## src/design/rpc_pkg.sv

```systemverilog
package rpc_pkg;

   // field widths
   localparam int BL_W      = 7;
   localparam int VIS_W     = 24;
   localparam int COH_W     = 16;
   localparam int SAMP_W    = 8;
   localparam int FRAC_W    = 16;

   // fixed point: 32768 is one, a phasor component spans [-32768, 32768]
   localparam int Q_ONE     = 32768;
   localparam int PH_W      = 17;

   // square root unit: operand covers the squared window sums at the longest window
   localparam int SQ_W      = 52;
   localparam int ROOT_W    = 26;
   localparam int SUMX_W    = 27;

   // two-lane divider: quotient never exceeds 17 bits
   localparam int DIV_N_W   = 40;
   localparam int DIV_D_W   = 25;
   localparam int DIV_Q_W   = 17;

   // queue between front and back
   localparam int QUEUE_DEPTH = 2;

   // register port
   localparam int CSR_ADDR_W = 3;
   localparam int CSR_DATA_W = 32;
   localparam logic CSR_NOISE_IDX = 1'b0;

   typedef struct packed {
      logic [BL_W-1:0]         baseline_index;
      logic                    sideband_upper;
      logic                    usable;
      logic signed [VIS_W-1:0] vis_real;
      logic signed [VIS_W-1:0] vis_imag;
   } req_word_type;

   typedef struct packed {
      logic [BL_W-1:0]   out_baseline;
      logic              out_sideband_upper;
      logic [COH_W-1:0]  coherence;
      logic [SAMP_W-1:0] samples_in_window;
   } rsp_word_type;

   typedef struct packed {
      logic [BL_W-1:0]         baseline;
      logic                    sideband;
      logic signed [VIS_W-1:0] vis_re;
      logic signed [VIS_W-1:0] vis_im;
   } qitem_type;

   // queue handshake between front and back
   typedef struct packed {
      logic      push;
      qitem_type item;
   } qpush_type;

   typedef enum logic [3:0] {
      ST_CLEAR,
      ST_IDLE,
      ST_SQUARE,
      ST_SUMSQ,
      ST_ROOT,
      ST_NORM,
      ST_UPDATE,
      ST_MAG,
      ST_MAGSUM,
      ST_MROOT,
      ST_COH,
      ST_EMIT
   } back_state_type;

endpackage

```

## src/design/rpc_queue.sv

```systemverilog
module rpc_queue (
   input  logic               clock,
   input  logic               reset,
   input  rpc_pkg::qpush_type wr,
   output logic               full,
   output logic               valid,
   input  logic               pop,
   output rpc_pkg::qitem_type item_out
);
   import rpc_pkg::*;

   localparam int PTR_W = $clog2(QUEUE_DEPTH);
   localparam int CNT_W = $clog2(QUEUE_DEPTH + 1);

   qitem_type        entry_ff [QUEUE_DEPTH];
   logic [PTR_W-1:0] wr_ptr_ff, wr_ptr_in;
   logic [PTR_W-1:0] rd_ptr_ff, rd_ptr_in;
   logic [CNT_W-1:0] count_ff, count_in;
   logic             do_push, do_pop;

   assign full     = (count_ff == CNT_W'(QUEUE_DEPTH));
   assign valid    = (count_ff != '0);
   assign item_out = entry_ff[rd_ptr_ff];
   assign do_push  = wr.push && !full;
   assign do_pop   = pop && valid;

   // pointer and count update
   always_comb begin
      wr_ptr_in = wr_ptr_ff;
      rd_ptr_in = rd_ptr_ff;
      count_in  = count_ff;
      if (do_push) begin
         wr_ptr_in = (wr_ptr_ff == PTR_W'(QUEUE_DEPTH - 1)) ? '0 : wr_ptr_ff + 1'b1;
      end
      if (do_pop) begin
         rd_ptr_in = (rd_ptr_ff == PTR_W'(QUEUE_DEPTH - 1)) ? '0 : rd_ptr_ff + 1'b1;
      end
      if (do_push && !do_pop) begin
         count_in = count_ff + 1'b1;
      end else if (do_pop && !do_push) begin
         count_in = count_ff - 1'b1;
      end
   end

   always_ff @(posedge clock) begin
      if (reset) begin
         wr_ptr_ff <= '0;
         rd_ptr_ff <= '0;
         count_ff  <= '0;
      end else begin
         wr_ptr_ff <= wr_ptr_in;
         rd_ptr_ff <= rd_ptr_in;
         count_ff  <= count_in;
      end
   end

   // entry storage
   always_ff @(posedge clock) begin
      if (do_push) begin
         entry_ff[wr_ptr_ff] <= wr.item;
      end
   end

endmodule

```

## config.mk

```make
export PLATFORM = sky130hd
export DESIGN_NAME = rpc_queue
export DESIGN_NICKNAME = d
export VERILOG_FILES = /design/src/design/rpc_pkg.sv /design/src/design/rpc_queue.sv
export SDC_FILE = /design/constraint.sdc
export NUM_CORES = 1
export LEC_CHECK = 0
export ABC_CLOCK_PERIOD_IN_PS = 2700
export BUFFER_PORTS_ARGS = -buffer_cell sky130_fd_sc_hd__buf_2
export CORE_ASPECT_RATIO = 1.25
export CORE_MARGIN = 5
export CORE_UTILIZATION = 42
export DETAILED_ROUTE_END_ITERATION = 8
export GPL_TIMING_DRIVEN = 0
export HOLD_SLACK_MARGIN = 0.02
export PLACE_DENSITY_LB_ADDON = 0.05
export SLEW_MARGIN = 30
export SYNTH_ARGS = -nofsm -noshare
export SYNTH_HDL_FRONTEND = slang
export SYNTH_SLANG_ARGS = --single-unit
export TNS_END_PERCENT = 20
```

## constraint.sdc

```tcl
create_clock -name clock -period 2.7 [get_ports clock]
set_input_delay 0.405 -clock clock [delete_from_list [all_inputs] [get_ports clock]]
set_output_delay 0.405 -clock clock [all_outputs]
set_load 0.05 [all_outputs]
```

== After elaboration in Yosys (flattened, before gate mapping) ==
Memories as Yosys holds them, arrays and structs flattened. A register that Yosys moved wholly into a read port is not among the register bits.
Cells that the tools add are included.
Cells by class
  add/sub/neg operators: 4
  equality and inequality tests: 1
  multiplexer cells: 8
  reductions and logical operators: 9
Operator list (number)
  $mux W1: 6
  $logic_and A1 B1 Y1: 4
  $mux W2: 2
  $reduce_bool A2 Y1: 2
  $logic_not A1 Y1: 3
  $add A1 B1 Y1 const B: 2
  $add A2 B1 Y2 const B: 1
  $eq A2 B2 Y1 const B: 1
  $sub A2 B1 Y2 const B: 1
Word-level totals
  bits in registers: 4
  RAM bits: 112
  word-level logic and storage cells: 26
  memories kept: 1
Memories
  entry_ff: depth 2, width 56, rd ports 1, clocked after Yosys merged registers in 1, wr ports 1, RTL line rpc_queue.sv:15  | qitem_type entry_ff [QUEUE_DEPTH];

== Longest topological paths before layout ==
Gate-level depths: netlist of the first run.
  word-level depth: 7
  mapped depth: 6
  mapped depth without buffers: 6

== Worst setup path after synthesis of the first run ==
No wires, ideal clock.
  path kind: flip-flop to flip-flop
  from: register count_ff[1]
  to: memory entry_ff[1][0] in the netlist's numbering, enable pin
  setup time: 0.420 ns
  arrival time: 2.061 ns
  data required time: 2.280 ns
  path slack: 0.220 ns
  cell stages (with the launch flop): 4
  path through: dfxtp_1 > nor2b_2 > nor2_1 > and2_1
Between the ends
  cells in the longest elaborated chain, start to end: 5
RTL lines
  start, declared: RTL line rpc_queue.sv:18  | logic [CNT_W-1:0] count_ff, count_in;
  start signal, assigned: RTL line rpc_queue.sv:53  | count_ff <= count_in;
  $eq A2 B2 Y1: RTL line rpc_queue.sv:21  | assign full = (count_ff == CNT_W'(QUEUE_DEPTH));
  named net full: RTL line rpc_queue.sv:5  | output logic full,
  $logic_not A1 Y1: RTL line rpc_queue.sv:24  | assign do_push = wr.push && !full;
  $logic_and A1 B1 Y1: RTL line rpc_queue.sv:24
  $mux W1: RTL line rpc_queue.sv:59  | if (do_push) begin
  $mux W1 (not written as such): RTL line rpc_queue.sv:60  | entry_ff[wr_ptr_ff] <= wr.item;
  end, declared: RTL line rpc_queue.sv:15
The timed path passes the listed nets, and every way through them passes these cells.

==> results of run 1 <==
==> through the flow <==
stage	utilization [%]	TNS [ns]	instances	hold WS (ns)
2_1_floorplan	-	0	199	0.452
3_3_place_gp	50.0	-58.17	445	0.469
3_5_place_dp	50.4	0	447	0.489
4_1_cts	55.3	0	479	0.173
5_1_grt	55.3	0	479	0.171
6_report	55.3	0	479	0.190
==> worst max-delay path, delay by kind of cell (launching register included) <==
kind                   cells  cell delay, ns
muxes                      1            0.35
DFF                        1            0.31
buffers and inverters      3            0.68
==> power groups by stage <==
stage / Combinational, mW / Sequential [mW] / Clock, mW
after CTS: 2.19 / 2.35 / 1.90
after detailed placement: 2.19 / 2.38 / 0
after floorplan: 1.69 / 2.37 / 0
after global placement: 2.15 / 2.39 / 0
after global routing: 2.26 / 2.37 / 1.99
final: 2.15 / 2.35 / 1.85
==> final cells by class <==
| cell class | instances | share of cell area (%) |
|---|---|---|
| Sequential cell | 117 | 62.6 |
| Inverter | 2 | 0.181 |
| Timing Repair Buffer | 119 | 11.3 |
| Tap cell | 129 | 2.92 |
| Clock inverter | 7 | 0.588 |
| Buffer | 6 | 0.723 |
| Multi-Input combinational cell | 74 | 13.5 |
| Clock buffer | 25 | 8.23 |
==> routing by layer <==
layer  vias up  routed length (um)  part of all wire (%)  GRT usage [%]
li1       1059                   -                     -              -
met4         0                 129                   1.6           7.33
met1      1098                3160                    39           14.8
met3        10                 596                   7.4           5.86
met2        80                4120                    51           22.4
met5         -                   0                     0              0
==> cell families (layout without fill, tap and decap cells) <==
kind of cell             count (synthesis)  in the layout  synth area share [%]
XOR/XNOR                                 3              3                 0.618
AO/OA/AOI/OAI                            5              5                 0.588
AND/OR/NAND/NOR                          9              9                  1.15
adder cells (fa/ha/maj)                  1              1                 0.294
buffers and inverters                    8            159                  1.12
multiplexers                            56             56                  14.8
flip-flops                             117            117                  81.4
==> state kept, by name (all words and copies together), names as in the netlist, named ones only <==
register	cells
rd_ptr_ff	1
entry_ff	112
wr_ptr_ff	1
count_ff	2
==> cells in the final DEF, fill, tap and decap left out, drive strengths merged <==
cell type / netlist / layout
xor2: 3 / 3
dfxtp: 5 / 5
or3: 2 / 2
ha: 1 / 1
and2: 1 / 1
clkinv: 0 / 7
clkbuf: 0 / 25
nor2b: 1 / 1
mux2: 56 / 56
edfxtp: 112 / 112
a21oi: 2 / 2
or2: 1 / 1
o21ai: 3 / 3
buf: 6 / 125
inv: 2 / 2
nor2: 4 / 4
==> worst max path at each step <==
stage / startpoint / cells past startpoint / endpoint
3_3_place_gp: wr[56] / 4 / entry_ff[1][43]
2_1_floorplan: count_ff[1] / 3 / entry_ff[1][0]
6_report: register / 4 / item_out[49]
4_1_cts: register / 4 / item_out[13]
5_1_grt: register / 4 / item_out[6]
3_5_place_dp: wr[56] / 5 / entry_ff[0][37]
==> flow_summary.html, run 1 <==
<table>
<tr><th>Metric</th><th>Value</th></tr>
<tr><th colspan="2">Floorplan</th></tr>
<tr><td>Die area</td><td>12300 um2</td></tr>
<tr><td>Die extent in y</td><td>123 um</td></tr>
<tr><td>Placement row count</td><td>41</td></tr>
<tr><td>Placeable Area</td><td>10000 um2</td></tr>
<tr><td>Die Wd</td><td>100 um</td></tr>
<tr><td>Effective utilization at floorplan</td><td>a little over two fifths</td></tr>
<tr><td>Io pins</td><td>~120</td></tr>
<tr><th colspan="2">STA</th></tr>
<tr><td>Number of endpoints failing setup at the final stage</td><td>0</td></tr>
<tr><td>Slew Limit Headroom</td><td>72.1%</td></tr>
<tr><td>Share of the clock period used by the worst path after layout</td><td>80.0%</td></tr>
<tr><td>Pin slew with the least headroom to its limit</td><td>0.419 ns</td></tr>
<tr><td>Clock period minus final worst setup slack</td><td>~2.2 ns</td></tr>
<tr><td>Clock skew</td><td>0.00752 ns</td></tr>
<tr><td>Final hold violation count</td><td>0</td></tr>
<tr><td>Number of pins exceeding their max-slew limit in the final report</td><td>0</td></tr>
<tr><td>Post-route worst setup slack</td><td>0.540 ns</td></tr>
<tr><td>RSZ-0062 raised after global routing</td><td>no</td></tr>
<tr><td>Max frequency</td><td>0.463 GHz</td></tr>
<tr><th colspan="2">Worst setup path</th></tr>
<tr><td>Critical Path Most Common Cell</td><td>buf_2</td></tr>
<tr><td>Capture point of the worst reg-to-reg path</td><td>entry_ff[0][15]</td></tr>
<tr><td>Peak fanout along the critical path</td><td>10</td></tr>
<tr><td>Cell chain of the critical path</td><td>buf_2, buf_4, mux2_2, buf_2</td></tr>
<tr><td>Reg2Reg Setup Slack</td><td>approximately 0.9 ns</td></tr>
<tr><td>Critical path arrival</td><td>between 1.5 and 2 ns</td></tr>
<tr><td>Cell at the slowest stage of the critical path</td><td>mux2_2</td></tr>
<tr><td>Data required time of the worst path</td><td>between 2 and 2.5 ns</td></tr>
<tr><td>Element type at the critical path start</td><td>register</td></tr>
<tr><td>Classification of the worst setup path</td><td>reg2out</td></tr>
<tr><td>Largest stage delay on the critical path</td><td>0.35 ns</td></tr>
<tr><td>Logic depth of the worst register-to-register path</td><td>4</td></tr>
<tr><td>Reg2Reg Launch Point</td><td>count_ff[0]</td></tr>
<tr><td>Worst Setup End Kind</td><td>primary output</td></tr>
<tr><th colspan="2">Place</th></tr>
<tr><td>Number of I/O port buffers</td><td>117</td></tr>
<tr><td>Last weighted congestion value of the routability-driven placer</td><td>0.701</td></tr>
<tr><td>Total placed instance area</td><td>5050 um2</td></tr>
<tr><td>DP HPWL</td><td>5.30 mm</td></tr>
<tr><td>Placement-stage worst setup slack</td><td>0.813 ns</td></tr>
<tr><th colspan="2">Synthesis</th></tr>
<tr><td>Count of mapped cells out of synthesis</td><td>199</td></tr>
<tr><td>Most instantiated cells after synthesis</td><td>112 x edfxtp_1, 56 x mux2_2, 5 x dfxtp_1, 4 x buf_4, 4 x nor2_1</td></tr>
<tr><td>Number of synthesized flops with an enable pin</td><td>112</td></tr>
<tr><td>Synth area leader</td><td>edfxtp_1</td></tr>
<tr><td>Nets in the synthesized netlist</td><td>260</td></tr>
<tr><td>Synth top area share</td><td>approximately 80%</td></tr>
<tr><td>Fraction of synthesis flops using an asynchronous set or reset pin</td><td>0%</td></tr>
<tr><td>Synth area leaders</td><td>edfxtp_1 79%, mux2_2 15%, dfxtp_1 2.4%, buf_4 0.71%, xor2_1 0.62%</td></tr>
<tr><td>Distinct cells, synth</td><td>15</td></tr>
<tr><td>Synth Area per Inst</td><td>21.4 um2</td></tr>
<tr><td>Number of synthesis warnings</td><td>0</td></tr>
<tr><td>FF+latch count, synth</td><td>roughly 120</td></tr>
<tr><td>Post-synth top flop</td><td>edfxtp_1</td></tr>
<tr><td>Most common cell in the synthesized netlist</td><td>edfxtp_1</td></tr>
<tr><td>Fraction of the yosys area taken by sequential cells</td><td>81.4%</td></tr>
<tr><td>Summed instance area of the synthesized netlist</td><td>4250 um2</td></tr>
<tr><th colspan="2">GRT</th></tr>
<tr><td>Global-route wire length before repair</td><td>12.2 mm</td></tr>
<tr><td>Pin count of the biggest net entering global routing</td><td>31</td></tr>
<tr><td>Initial antenna violation count</td><td>0</td></tr>
<tr><td>Global route total overflow</td><td>0</td></tr>
<tr><td>Global-route total usage across every layer</td><td>13.6%</td></tr>
<tr><td>Number of global-route vias before repair</td><td>between 2000 and 2500</td></tr>
<tr><th colspan="2">Detailed routing</th></tr>
<tr><td>ANT nets after route</td><td>0</td></tr>
<tr><td>1st-pass router iterations</td><td>5</td></tr>
<tr><td>Total number of vias</td><td>2247</td></tr>
<tr><td>Aggregate routed wire length</td><td>8.00 mm</td></tr>
<tr><td>Number of remaining DRC errors</td><td>0</td></tr>
<tr><td>WL per Instance</td><td>16.7 um</td></tr>
<tr><td>Iter 0 DRT Violations</td><td>95</td></tr>
<tr><td>DR vias/cell</td><td>4.69</td></tr>
<tr><th colspan="2">Clock network</th></tr>
<tr><td>Worst-skew pair later-pin latency</td><td>around 0.4 ns</td></tr>
<tr><td>Num CTS Buffers</td><td>17</td></tr>
<tr><td>Clock tree root buffer cell</td><td>clkbuf_16</td></tr>
<tr><td>Clock Sinks</td><td>117</td></tr>
<tr><td>Maximum buffer depth of the clock tree</td><td>2</td></tr>
<tr><td>Clock transition at the register clock pins on the worst setup and hold paths after CTS</td><td>about 0.05 ns</td></tr>
<tr><td>Clock tree from TritonCTS</td><td>built</td></tr>
<tr><td>CTS H-tree depth</td><td>4</td></tr>
<tr><td>Total of hold buffers inserted after clock tree synthesis</td><td>0</td></tr>
<tr><td>Post-CTS setup buffers</td><td>0</td></tr>
<tr><td>Count of cells resized by post-cts repair</td><td>0</td></tr>
<tr><th colspan="2">Pwr</th></tr>
<tr><td>Total net switching power</td><td>2.30 mW</td></tr>
<tr><td>Internal portion of total power</td><td>4.05 mW</td></tr>
<tr><td>Combinational Power Share</td><td>about 34%</td></tr>
<tr><td>PwrDens</td><td>between 1000 and 1500 nW/um2</td></tr>
<tr><td>Sequential fraction of design power</td><td>37.0%</td></tr>
<tr><td>Clock network power share</td><td>just under 30%</td></tr>
<tr><td>Overall power consumption</td><td>6.35 mW</td></tr>
<tr><td>Leakage</td><td>2.11 nW</td></tr>
<tr><td>Max rail drop VDD</td><td>0.612 mV</td></tr>
<tr><td>Switching power share of the total</td><td>36.3%</td></tr>
<tr><th colspan="2">Worst hold path</th></tr>
<tr><td>Cells on Worst Hold Path</td><td>1</td></tr>
<tr><td>Worst hold-check path type</td><td>in2reg</td></tr>
<tr><td>Hold_sp</td><td>wr[34]</td></tr>
<tr><td>Worst Hold End</td><td>entry_ff[0][34]</td></tr>
<tr><th colspan="2">Layout</th></tr>
<tr><td>Layout net count</td><td>398</td></tr>
<tr><td>Ant diodes</td><td>0</td></tr>
<tr><td>Number of fillers in the final layout</td><td>842</td></tr>
<tr><td>Register area</td><td>3460 um2</td></tr>
<tr><td>Layout Cell Area excl Fill</td><td>roughly 5500 um2</td></tr>
<tr><td>Footprint of the multi-input gates</td><td>746 um2</td></tr>
<tr><td>Area grow syn2layout</td><td>30.1%</td></tr>
<tr><td>Fraction of layout instances using a drive strength above 1</td><td>59.1%</td></tr>
<tr><th colspan="2">Run</th></tr>
<tr><td>Number of max-capacitance violations reported</td><td>0</td></tr>
<tr><th colspan="2">Run status</th></tr>
<tr><td>Outcome</td><td>finished clean</td></tr>
</table>
(Power assumes the default switching activity.)
==> run 2, diff against run 1 <==
- ABC_AREA: unset -> 1
- ABC_CLOCK_PERIOD_IN_PS: 2700 -> 1950
- clock period: 2.7 -> 1.95 ns (I/O delays scaled with it)
==> run 2 against run 1 <==
  * Routed wire length is 3.8% lower
  * Worst setup slack got worse by 0.48 ns
  * Die area rose by 4.1%
  * Power up 42%
  * Sequential share of layout area fell by 4.2 points
==> flow_summary.html, run 2 <==
<table>
<tr><th>Metric</th><th>Value</th></tr>
<tr><th colspan="2">Run status</th></tr>
<tr><td>Outcome</td><td>finished clean</td></tr>
<tr><th colspan="2">Floorplan</th></tr>
<tr><td>Io pins</td><td>118 (unchanged)</td></tr>
<tr><td>Die area</td><td>12800 um2 (+4.1%)</td></tr>
<tr><td>Placement row count</td><td>42 (+2.4%)</td></tr>
<tr><td>Die Wd</td><td>102 um (+2.0%)</td></tr>
<tr><td>Placeable Area</td><td>10500 um2 (+4.5%)</td></tr>
<tr><td>Die extent in y</td><td>125 um (+2.0%)</td></tr>
<tr><td>Effective utilization at floorplan</td><td>42.5% (about the same)</td></tr>
<tr><th colspan="2">Place</th></tr>
<tr><td>DP HPWL</td><td>5.30 mm (about the same)</td></tr>
<tr><td>Placed Instances</td><td>466 (+4.3%)</td></tr>
<tr><td>Placement-stage worst setup slack</td><td>0.162 ns (-0.651 ns)</td></tr>
<tr><td>Number of I/O port buffers</td><td>117 (unchanged)</td></tr>
<tr><td>Last weighted congestion value of the routability-driven placer</td><td>0.699 (-0.33%)</td></tr>
<tr><th colspan="2">Synthesis</th></tr>
<tr><td>Fraction of synthesis flops using an asynchronous set or reset pin</td><td>0% (unchanged)</td></tr>
<tr><td>Mux contribution to synthesized area</td><td>17.6% (+2.7 points)</td></tr>
<tr><td>Most instantiated cells after synthesis</td><td>112 x edfxtp_1, 40 x mux2_4, 16 x mux2_2, 8 x inv_1, 8 x nor2_1</td></tr>
<tr><td>Post-synth top flop</td><td>edfxtp_1</td></tr>
<tr><td>Synth area leaders</td><td>edfxtp_1 76%, mux2_4 14%, mux2_2 4.1%, dfxtp_1 2.3%, buf_6 1.3%</td></tr>
<tr><td>Dominant combinational cell family by area after synthesis</td><td>multiplexers</td></tr>
<tr><td>Fraction of the yosys area taken by sequential cells</td><td>77.9% (-3.5 points)</td></tr>
<tr><td>Number of synthesis warnings</td><td>0 (unchanged)</td></tr>
<tr><td>Number of synthesized flops with an enable pin</td><td>112 (unchanged)</td></tr>
<tr><td>Nets in the synthesized netlist</td><td>272 (+4.6%)</td></tr>
<tr><td>Summed instance area of the synthesized netlist</td><td>4450 um2 (+4.5%)</td></tr>
<tr><td>Most common cell in the synthesized netlist</td><td>edfxtp_1</td></tr>
<tr><td>Count of mapped cells out of synthesis</td><td>211 (+6.0%)</td></tr>
<tr><td>Synth area leader</td><td>edfxtp_1</td></tr>
<tr><td>Fraction of the mapped netlist area in compound gates</td><td>0.563% (-0.025 points)</td></tr>
<tr><td>Post-synthesis xor/xnor area fraction</td><td>0% (-0.62 points)</td></tr>
<tr><td>Synth top area share</td><td>75.7% (-3.4 points)</td></tr>
<tr><td>Synth Area per Inst</td><td>21.1 um2 (-1.4%)</td></tr>
<tr><td>Distinct cells, synth</td><td>15 (unchanged)</td></tr>
<tr><td>Synthesized-area fraction occupied by adder cells</td><td>0.281% (-0.013 points)</td></tr>
<tr><td>Area fraction in and, or, nand and nor cells after synthesis</td><td>1.63% (+0.49 points)</td></tr>
<tr><td>FF+latch count, synth</td><td>117 (unchanged)</td></tr>
<tr><th colspan="2">STA</th></tr>
<tr><td>Slew Limit Headroom</td><td>65.1% (-7.0 points)</td></tr>
<tr><td>Final-layout worst hold slack</td><td>0.0846 ns (-0.105 ns)</td></tr>
<tr><td>Pin slew with the least headroom to its limit</td><td>0.523 ns (+0.104 ns)</td></tr>
<tr><td>Final TNS setup</td><td>0 ns (unchanged)</td></tr>
<tr><td>Clock skew</td><td>0.00559 ns (-0.00192 ns)</td></tr>
<tr><td>Number of pins exceeding their max-slew limit in the final report</td><td>0 (unchanged)</td></tr>
<tr><td>Post-route worst setup slack</td><td>0.0650 ns (-0.475 ns)</td></tr>
<tr><td>Max frequency</td><td>0.531 GHz</td></tr>
<tr><td>Clock period minus final worst setup slack</td><td>roughly 1.9 ns</td></tr>
<tr><td>Share of the clock period used by the worst path after layout</td><td>96.7%</td></tr>
<tr><td>Number of endpoints failing setup at the final stage</td><td>0 (unchanged)</td></tr>
<tr><td>RSZ-0062 raised after global routing</td><td>yes</td></tr>
<tr><td>Final hold violation count</td><td>0 (unchanged)</td></tr>
<tr><th colspan="2">Detailed routing</th></tr>
<tr><td>ANT nets after route</td><td>0 (unchanged)</td></tr>
<tr><td>Aggregate routed wire length</td><td>7.69 mm (-3.8%)</td></tr>
<tr><td>1st-pass router iterations</td><td>4 (-1)</td></tr>
<tr><td>WL per Instance</td><td>15.4 um (-7.9%)</td></tr>
<tr><td>Number of remaining DRC errors</td><td>0 (unchanged)</td></tr>
<tr><td>Iter 0 DRT Violations</td><td>48 (-49%)</td></tr>
<tr><td>Total number of vias</td><td>2301 (+2.4%)</td></tr>
<tr><td>DR vias/cell</td><td>4.60 (-1.9%)</td></tr>
<tr><th colspan="2">GRT</th></tr>
<tr><td>Initial antenna violation count</td><td>1 (+1)</td></tr>
<tr><td>Gr busiest metal</td><td>met2</td></tr>
<tr><td>Global route total overflow</td><td>0 (unchanged)</td></tr>
<tr><td>Met2 track utilization from global routing</td><td>20.5% (-1.9 points)</td></tr>
<tr><td>Global-route wire length before repair</td><td>12.0 mm (-1.8%)</td></tr>
<tr><td>Global-route total usage across every layer</td><td>12.6% (-1.0 points)</td></tr>
<tr><td>Number of global-route vias before repair</td><td>2439 (-2.2%)</td></tr>
<tr><td>Global-route track usage on met1</td><td>14.2% (-0.60 points)</td></tr>
<tr><td>Pin count of the biggest net entering global routing</td><td>19 (-39%)</td></tr>
<tr><td>Met3 track demand over resource in global routing</td><td>4.96% (-0.90 points)</td></tr>
<tr><th colspan="2">Clock network</th></tr>
<tr><td>Worst-skew pair later-pin latency</td><td>0.39 ns (about the same)</td></tr>
<tr><td>Num CTS Buffers</td><td>17 (unchanged)</td></tr>
<tr><td>Maximum buffer depth of the clock tree</td><td>2 (unchanged)</td></tr>
<tr><td>Clock tree root buffer cell</td><td>clkbuf_16</td></tr>
<tr><td>Clock transition at the register clock pins on the worst setup and hold paths after CTS</td><td>0.05 ns (about the same)</td></tr>
<tr><td>CTS H-tree depth</td><td>4 (unchanged)</td></tr>
<tr><td>Clock Sinks</td><td>117 (unchanged)</td></tr>
<tr><td>Clock tree from TritonCTS</td><td>built</td></tr>
<tr><th colspan="2">Layout</th></tr>
<tr><td>Non-Filler Instances</td><td>500 (+4.4%)</td></tr>
<tr><td>Max reg flops</td><td>112 (unchanged)</td></tr>
<tr><td>Top Registers</td><td>entry_ff: 112 flops, count_ff: 2 flops</td></tr>
<tr><td>Area grow syn2layout</td><td>33.4%</td></tr>
<tr><td>Fraction of layout instances using a drive strength above 1</td><td>58.4% (-0.72 points)</td></tr>
<tr><td>Number of fillers in the final layout</td><td>859 (+2.0%)</td></tr>
<tr><td>Footprint of the multi-input gates</td><td>906 um2 (+21%)</td></tr>
<tr><td>Commonest cells after routing, fill and taps aside</td><td>116 x buf_2, 112 x edfxtp_1, 40 x mux2_4, 17 x clkbuf_16, 16 x mux2_2</td></tr>
<tr><td>Register name with the most flops</td><td>entry_ff</td></tr>
<tr><td>Ant diodes</td><td>0 (unchanged)</td></tr>
<tr><td>Most common library cell in the layout ignoring fill and taps</td><td>buf_2</td></tr>
<tr><td>Register area</td><td>3460 um2 (unchanged)</td></tr>
<tr><td>Layout net count</td><td>416 (+4.5%)</td></tr>
<tr><th colspan="2">Worst setup path</th></tr>
<tr><td>Reg2Reg Launch Point</td><td>count_ff[1]</td></tr>
<tr><td>Critical path arrival</td><td>1.59 ns (-0.16 ns)</td></tr>
<tr><td>Number of buffers and inverters on the critical path</td><td>3 (unchanged)</td></tr>
<tr><td>Delay-heaviest family, CP</td><td>buffers and inverters</td></tr>
<tr><td>Peak fanout along the critical path</td><td>10 (unchanged)</td></tr>
<tr><td>Data required time of the worst path</td><td>1.66 ns (-0.64 ns)</td></tr>
<tr><td>Worst Setup End Kind</td><td>primary output</td></tr>
<tr><td>Capture point of the worst reg-to-reg path</td><td>entry_ff[0][11]</td></tr>
<tr><td>Element type at the critical path start</td><td>register</td></tr>
<tr><td>Cell chain of the critical path</td><td>buf_8, buf_8, mux2_4, buf_2</td></tr>
<tr><td>Largest stage delay on the critical path</td><td>0.35 ns (about the same)</td></tr>
<tr><td>Cell count along the critical path</td><td>4 (unchanged)</td></tr>
<tr><td>Capture point of the critical path</td><td>item_out[12]</td></tr>
<tr><td>Classification of the worst setup path</td><td>reg2out</td></tr>
<tr><td>Critical Path Most Common Cell</td><td>buf_8</td></tr>
<tr><td>Cell at the slowest stage of the critical path</td><td>dfxtp_1</td></tr>
<tr><td>Logic depth of the worst register-to-register path</td><td>5 (+1)</td></tr>
<tr><td>Reg2Reg Setup Slack</td><td>0.19 ns (-0.71 ns)</td></tr>
<tr><th colspan="2">Pwr</th></tr>
<tr><td>PwrDens</td><td>1520 nW/um2 (+33%)</td></tr>
<tr><td>Overall power consumption</td><td>9.02 mW (+42%)</td></tr>
<tr><td>Max rail drop VDD</td><td>0.767 mV (+25%)</td></tr>
<tr><td>Leakage</td><td>2.37 nW (+13%)</td></tr>
<tr><th colspan="2">Run</th></tr>
<tr><td>Number of max-capacitance violations reported</td><td>0 (unchanged)</td></tr>
<tr><th colspan="2">Worst hold path</th></tr>
<tr><td>Worst hold-check path type</td><td>in2reg</td></tr>
</table>
-- run 2: final cells by class --
type / count / area share (%)
flip-flops and latches: 117 / 58.4
multi-input cells: 80 / 15.3
repair buffers: 125 / 12.5
clock buffers: 26 / 8.58
well taps: 132 / 2.78
plain buffers: 6 / 1.48
inverters: 8 / 0.506
clock inverters: 6 / 0.464
-- run 2: metrics by stage --
| stage | area [um2] | util [%] |
|---|---|---|
| 6_report | 5930 | 56.7 |
| 5_1_grt | 5930 | 56.7 |
| 4_1_cts | 5890 | 56.3 |
| 3_5_place_dp | 5350 | 51.2 |
| 3_3_place_gp | 5200 | 49.7 |
| 2_1_floorplan | 4450 | - |
-- run 2: logic make-up after synthesis --
| family | after synthesis |
|---|---|
| buffers and inverters | 14 |
| AOI/OAI and AO/OA | 5 |
| DFF | 117 |
| adders and majority gates | 1 |
| muxes | 56 |
| and+or+nand+nor | 18 |
-- run 2: power by group --
part | internal (mW) | total [mW] | switching, mW | leakage (nW)
Combinational | 1.02 | 3.03 | 2.01 | 1.02
Sequential | 3.18 | 3.27 | 0.0893 | 1.09
Clock | 1.77 | 2.72 | 0.950 | 0.269
-- run 2: timing repair --
action / in CTS / in global routing
hold buffers: 0 / 0
setup buffers: 0 / 2
setup endpoints to repair: 25 / 41
pin swaps: 0 / 0
resized for setup: 0 / 8
-- run 2: how the worst min path moves through the flow --
stage	start	endpoint	slack (ns)	cells past startpoint
2_1_floorplan	wr[0]	entry_ff[0][0]	0.39	0
3_3_place_gp	wr[39]	entry_ff[0][39]	0.48	1
3_5_place_dp	wr[9]	entry_ff[1][9]	0.48	1
4_1_cts	wr[47]	entry_ff[1][47]	0.06	1
5_1_grt	wr[54]	entry_ff[1][54]	0.07	1
6_report	wr[42]	entry_ff[1][42]	0.08	1
-- run 2: layer usage --
metal | wire length, um | vias to the layer above | part of all wire [%]
met3 | 638 | 7 | 8.3
met1 | 2970 | 1112 | 39
met2 | 4000 | 76 | 52
met5 | 11 | - | 0.14
met4 | 76 | 2 | 0.99
li1 | - | 1104 | -
==> run 3, diff against run 2 <==
- CORE_UTILIZATION: 42 -> 47
==> run 3 against run 2 <==
  * Utilization increased by 8.2 points
  * Register-to-register slack improved by 0.02 ns
  * Sequential power about the same
  * Fmax decreased by 1.1%
  * Via count increased by 1.2%
  * Critical path depth unchanged
  * Sequential share of layout area decreased by 0.21 points
  * Global-route usage increased by 1.2 points
  * Power increased by 0.86%
  * Clock power about the same
  * Hold slack got worse by 0.0079 ns
  * Largest power group unchanged
  * Combinational power increased by 2%
==> flow_summary.html, run 3 (synthesized netlist as in run 2, its figures left out) <==
<table>
<tr><th>Metric</th><th>Value</th></tr>
<tr><th colspan="2">Run status</th></tr>
<tr><td>Outcome</td><td>finished clean</td></tr>
<tr><th colspan="2">Pwr</th></tr>
<tr><td>PwrDens</td><td>1530 nW/um2 (+0.46%)</td></tr>
<tr><td>Max rail drop VDD</td><td>0.839 mV (+9.4%)</td></tr>
<tr><td>Combinational Power Share</td><td>34.0% (+0.4 points)</td></tr>
<tr><td>Clock network power share</td><td>30.1% (about the same)</td></tr>
<tr><td>Leakage</td><td>2.39 nW (+0.75%)</td></tr>
<tr><td>Total net switching power</td><td>3.09 mW (+1.5%)</td></tr>
<tr><td>Internal portion of total power</td><td>6.01 mW (+0.55%)</td></tr>
<tr><td>Switching power share of the total</td><td>34.0% (+0.20 points)</td></tr>
<tr><td>Sequential fraction of design power</td><td>36.0% (-0.3 points)</td></tr>
<tr><th colspan="2">STA</th></tr>
<tr><td>Number of endpoints failing setup at the final stage</td><td>0 (unchanged)</td></tr>
<tr><td>Clock period minus final worst setup slack</td><td>1.91 ns (+0.0217 ns)</td></tr>
<tr><td>Final hold violation count</td><td>0 (unchanged)</td></tr>
<tr><td>Max frequency</td><td>0.524 GHz (-1.1%)</td></tr>
<tr><td>Share of the clock period used by the worst path after layout</td><td>97.8% (+1.1 points)</td></tr>
<tr><td>Pin slew with the least headroom to its limit</td><td>0.527 ns (+0.00383 ns)</td></tr>
<tr><td>Final TNS setup</td><td>0 ns (unchanged)</td></tr>
<tr><td>Final-layout worst hold slack</td><td>0.0767 ns (-0.00792 ns)</td></tr>
<tr><td>Slew Limit Headroom</td><td>64.7% (-0.41 points)</td></tr>
<tr><td>Clock skew</td><td>0.00799 ns (+0.00239 ns)</td></tr>
<tr><td>RSZ-0062 raised after global routing</td><td>yes</td></tr>
<tr><td>Number of pins exceeding their max-slew limit in the final report</td><td>0 (unchanged)</td></tr>
<tr><th colspan="2">Worst setup path</th></tr>
<tr><td>Element type at the critical path start</td><td>register</td></tr>
<tr><td>Worst Setup End Kind</td><td>primary output</td></tr>
<tr><td>Critical path arrival</td><td>1.61 ns (+0.02 ns)</td></tr>
<tr><td>Classification of the worst setup path</td><td>reg2out</td></tr>
<tr><td>Data required time of the worst path</td><td>1.66 ns (about the same)</td></tr>
<tr><td>Number of buffers and inverters on the critical path</td><td>3 (unchanged)</td></tr>
<tr><td>Delay-heaviest family, CP</td><td>buffers and inverters</td></tr>
<tr><td>Peak fanout along the critical path</td><td>10 (unchanged)</td></tr>
<tr><td>Cell chain of the critical path</td><td>buf_6, buf_8, mux2_4, buf_2</td></tr>
<tr><td>Cell at the slowest stage of the critical path</td><td>dfxtp_2</td></tr>
<tr><td>Largest stage delay on the critical path</td><td>0.35 ns (about the same)</td></tr>
<tr><th colspan="2">Clock network</th></tr>
<tr><td>Worst-skew pair later-pin latency</td><td>0.40 ns (about the same)</td></tr>
<tr><td>Num CTS Buffers</td><td>17 (unchanged)</td></tr>
<tr><td>Clock tree from TritonCTS</td><td>built</td></tr>
<tr><td>Clock tree root buffer cell</td><td>clkbuf_16</td></tr>
<tr><td>Total of hold buffers inserted after clock tree synthesis</td><td>0 (unchanged)</td></tr>
<tr><td>Clock transition at the register clock pins on the worst setup and hold paths after CTS</td><td>0.05 ns (about the same)</td></tr>
<tr><td>Maximum buffer depth of the clock tree</td><td>2 (unchanged)</td></tr>
<tr><td>CTS H-tree depth</td><td>4 (unchanged)</td></tr>
<tr><td>Clock Sinks</td><td>117 (unchanged)</td></tr>
<tr><th colspan="2">Detailed routing</th></tr>
<tr><td>Iter 0 DRT Violations</td><td>126 (+160%)</td></tr>
<tr><td>DR vias/cell</td><td>4.72 (+2.6%)</td></tr>
<tr><td>Total number of vias</td><td>2328 (+1.2%)</td></tr>
<tr><td>Aggregate routed wire length</td><td>7.78 mm (+1.1%)</td></tr>
<tr><td>ANT nets after route</td><td>0 (unchanged)</td></tr>
<tr><td>1st-pass router iterations</td><td>4 (unchanged)</td></tr>
<tr><td>WL per Instance</td><td>15.8 um (+2.5%)</td></tr>
<tr><td>Number of remaining DRC errors</td><td>0 (unchanged)</td></tr>
<tr><th colspan="2">Layout</th></tr>
<tr><td>Fraction of layout instances using a drive strength above 1</td><td>58.9% (+0.50 points)</td></tr>
<tr><td>Max reg flops</td><td>112 (unchanged)</td></tr>
<tr><td>Register name with the most flops</td><td>entry_ff</td></tr>
<tr><td>Area grow syn2layout</td><td>34.0%</td></tr>
<tr><td>Ant diodes</td><td>0 (unchanged)</td></tr>
<tr><td>Layout net count</td><td>418 (+0.48%)</td></tr>
<tr><td>Commonest cells after routing, fill and taps aside</td><td>113 x buf_2, 112 x edfxtp_1, 40 x mux2_4, 17 x clkbuf_16, 16 x mux2_2</td></tr>
<tr><td>Top Registers</td><td>entry_ff: 112 flops, count_ff: 2 flops</td></tr>
<tr><td>Most common library cell in the layout ignoring fill and taps</td><td>buf_2</td></tr>
<tr><th colspan="2">GRT</th></tr>
<tr><td>Pin count of the biggest net entering global routing</td><td>18 (-1)</td></tr>
<tr><td>Global-route wire length before repair</td><td>11.9 mm (-0.52%)</td></tr>
<tr><td>Global-route total usage across every layer</td><td>13.8% (+1.2 points)</td></tr>
<tr><td>Global route total overflow</td><td>0 (unchanged)</td></tr>
<tr><td>Initial antenna violation count</td><td>0 (-1)</td></tr>
<tr><td>Number of global-route vias before repair</td><td>2475 (+1.5%)</td></tr>
<tr><th colspan="2">Place</th></tr>
<tr><td>DP HPWL</td><td>5.32 mm (+0.45%)</td></tr>
<tr><td>Number of I/O port buffers</td><td>117 (unchanged)</td></tr>
<tr><td>Last weighted congestion value of the routability-driven placer</td><td>0.706 (+1.0%)</td></tr>
<tr><th colspan="2">Run</th></tr>
<tr><td>Number of max-capacitance violations reported</td><td>0 (unchanged)</td></tr>
<tr><th colspan="2">Floorplan</th></tr>
<tr><td>Die extent in y</td><td>119 um (-5.0%)</td></tr>
<tr><td>Placement row count</td><td>39 (-7.1%)</td></tr>
<tr><td>Placeable Area</td><td>9170 um2 (-12%)</td></tr>
<tr><td>Die Wd</td><td>97.0 um (-4.9%)</td></tr>
<tr><td>Effective utilization at floorplan</td><td>48.5% (+5.9 points)</td></tr>
<tr><td>Io pins</td><td>118 (unchanged)</td></tr>
<tr><td>Die area</td><td>11500 um2 (-9.7%)</td></tr>
<tr><th colspan="2">Worst hold path</th></tr>
<tr><td>Worst hold-check path type</td><td>in2reg</td></tr>
</table>
run 3: changes by cell type in the layout (fill, tap and decap cells not counted), moves of 2 or more:
cell	previous run	this run
buf_16	4	6
buf_2	116	113
buf_8	6	3
clkbuf_1	4	6
clkbuf_4	2	6
clkbuf_8	5	1
clkinv_1	2	0
clkinv_2	4	7
run 3: final cells by class:
| class | instances | area [um2] |
|---|---|---|
| clock buffer | 24 | 462 |
| timing repair buffer | 127 | 791 |
| fill | 703 | 3220 |
| sequential | 117 | 3460 |
| multi-input combinational | 80 | 906 |
| tap | 123 | 154 |
| clock inverter | 8 | 65.1 |
| buffer | 6 | 83.8 |
| inverter | 8 | 30.0 |
run 3: what timing repair did:
| item | CTS | global route |
|---|---|---|
| gates resized for setup | 0 | 12 |
| endpoints found under the setup margin | 15 | 41 |
| setup buffers | 0 | 3 |
| cloned | 0 | 1 |
run 3: final timing paths:
check                    end  slack, ns  cells after the start        start
max             item_out[43]       0.04                      4     register
min          entry_ff[0][50]       0.08                      1       wr[50]
max reg2reg  entry_ff[0][39]       0.21                      5  count_ff[1]
min reg2reg        rd_ptr_ff       0.49                      2    rd_ptr_ff
run 3: layer usage:
metal / vias up / GRT usage (%) / share of wire [%]
met5: - / 0 / 0
met4: 0 / 6.85 / 1.4
met3: 10 / 6.60 / 7.3
met2: 79 / 23.1 / 52
met1: 1125 / 14.4 / 39
li1: 1114 / - / -
run 3: power groups by stage:
stage | logic, mW | registers (mW) | clock network [mW]
finish | 3.09 | 3.27 | 2.74
CTS | 3.06 | 3.27 | 2.81
global route | 3.25 | 3.30 | 2.94
global placement | 2.87 | 3.33 | 0
detailed placement | 3.05 | 3.32 | 0
floorplan | 2.32 | 3.31 | 0
run 3: through the flow:
| step | util [%] | std cells | area, um2 | setup slack (ns) | power [mW] |
|---|---|---|---|---|---|
| 2_1_floorplan | - | 211 | 4450 | -0.442 | 5.63 |
| 3_3_place_gp | 56.6 | 451 | 5190 | -1.41 | 6.20 |
| 4_1_cts | 64.2 | 489 | 5890 | -0.0117 | 9.13 |
| 3_5_place_dp | 58.5 | 457 | 5370 | 0.187 | 6.37 |
| 5_1_grt | 64.9 | 493 | 5960 | -0.0154 | 9.49 |
| 6_report | 64.9 | 493 | 5960 | 0.0432 | 9.10 |
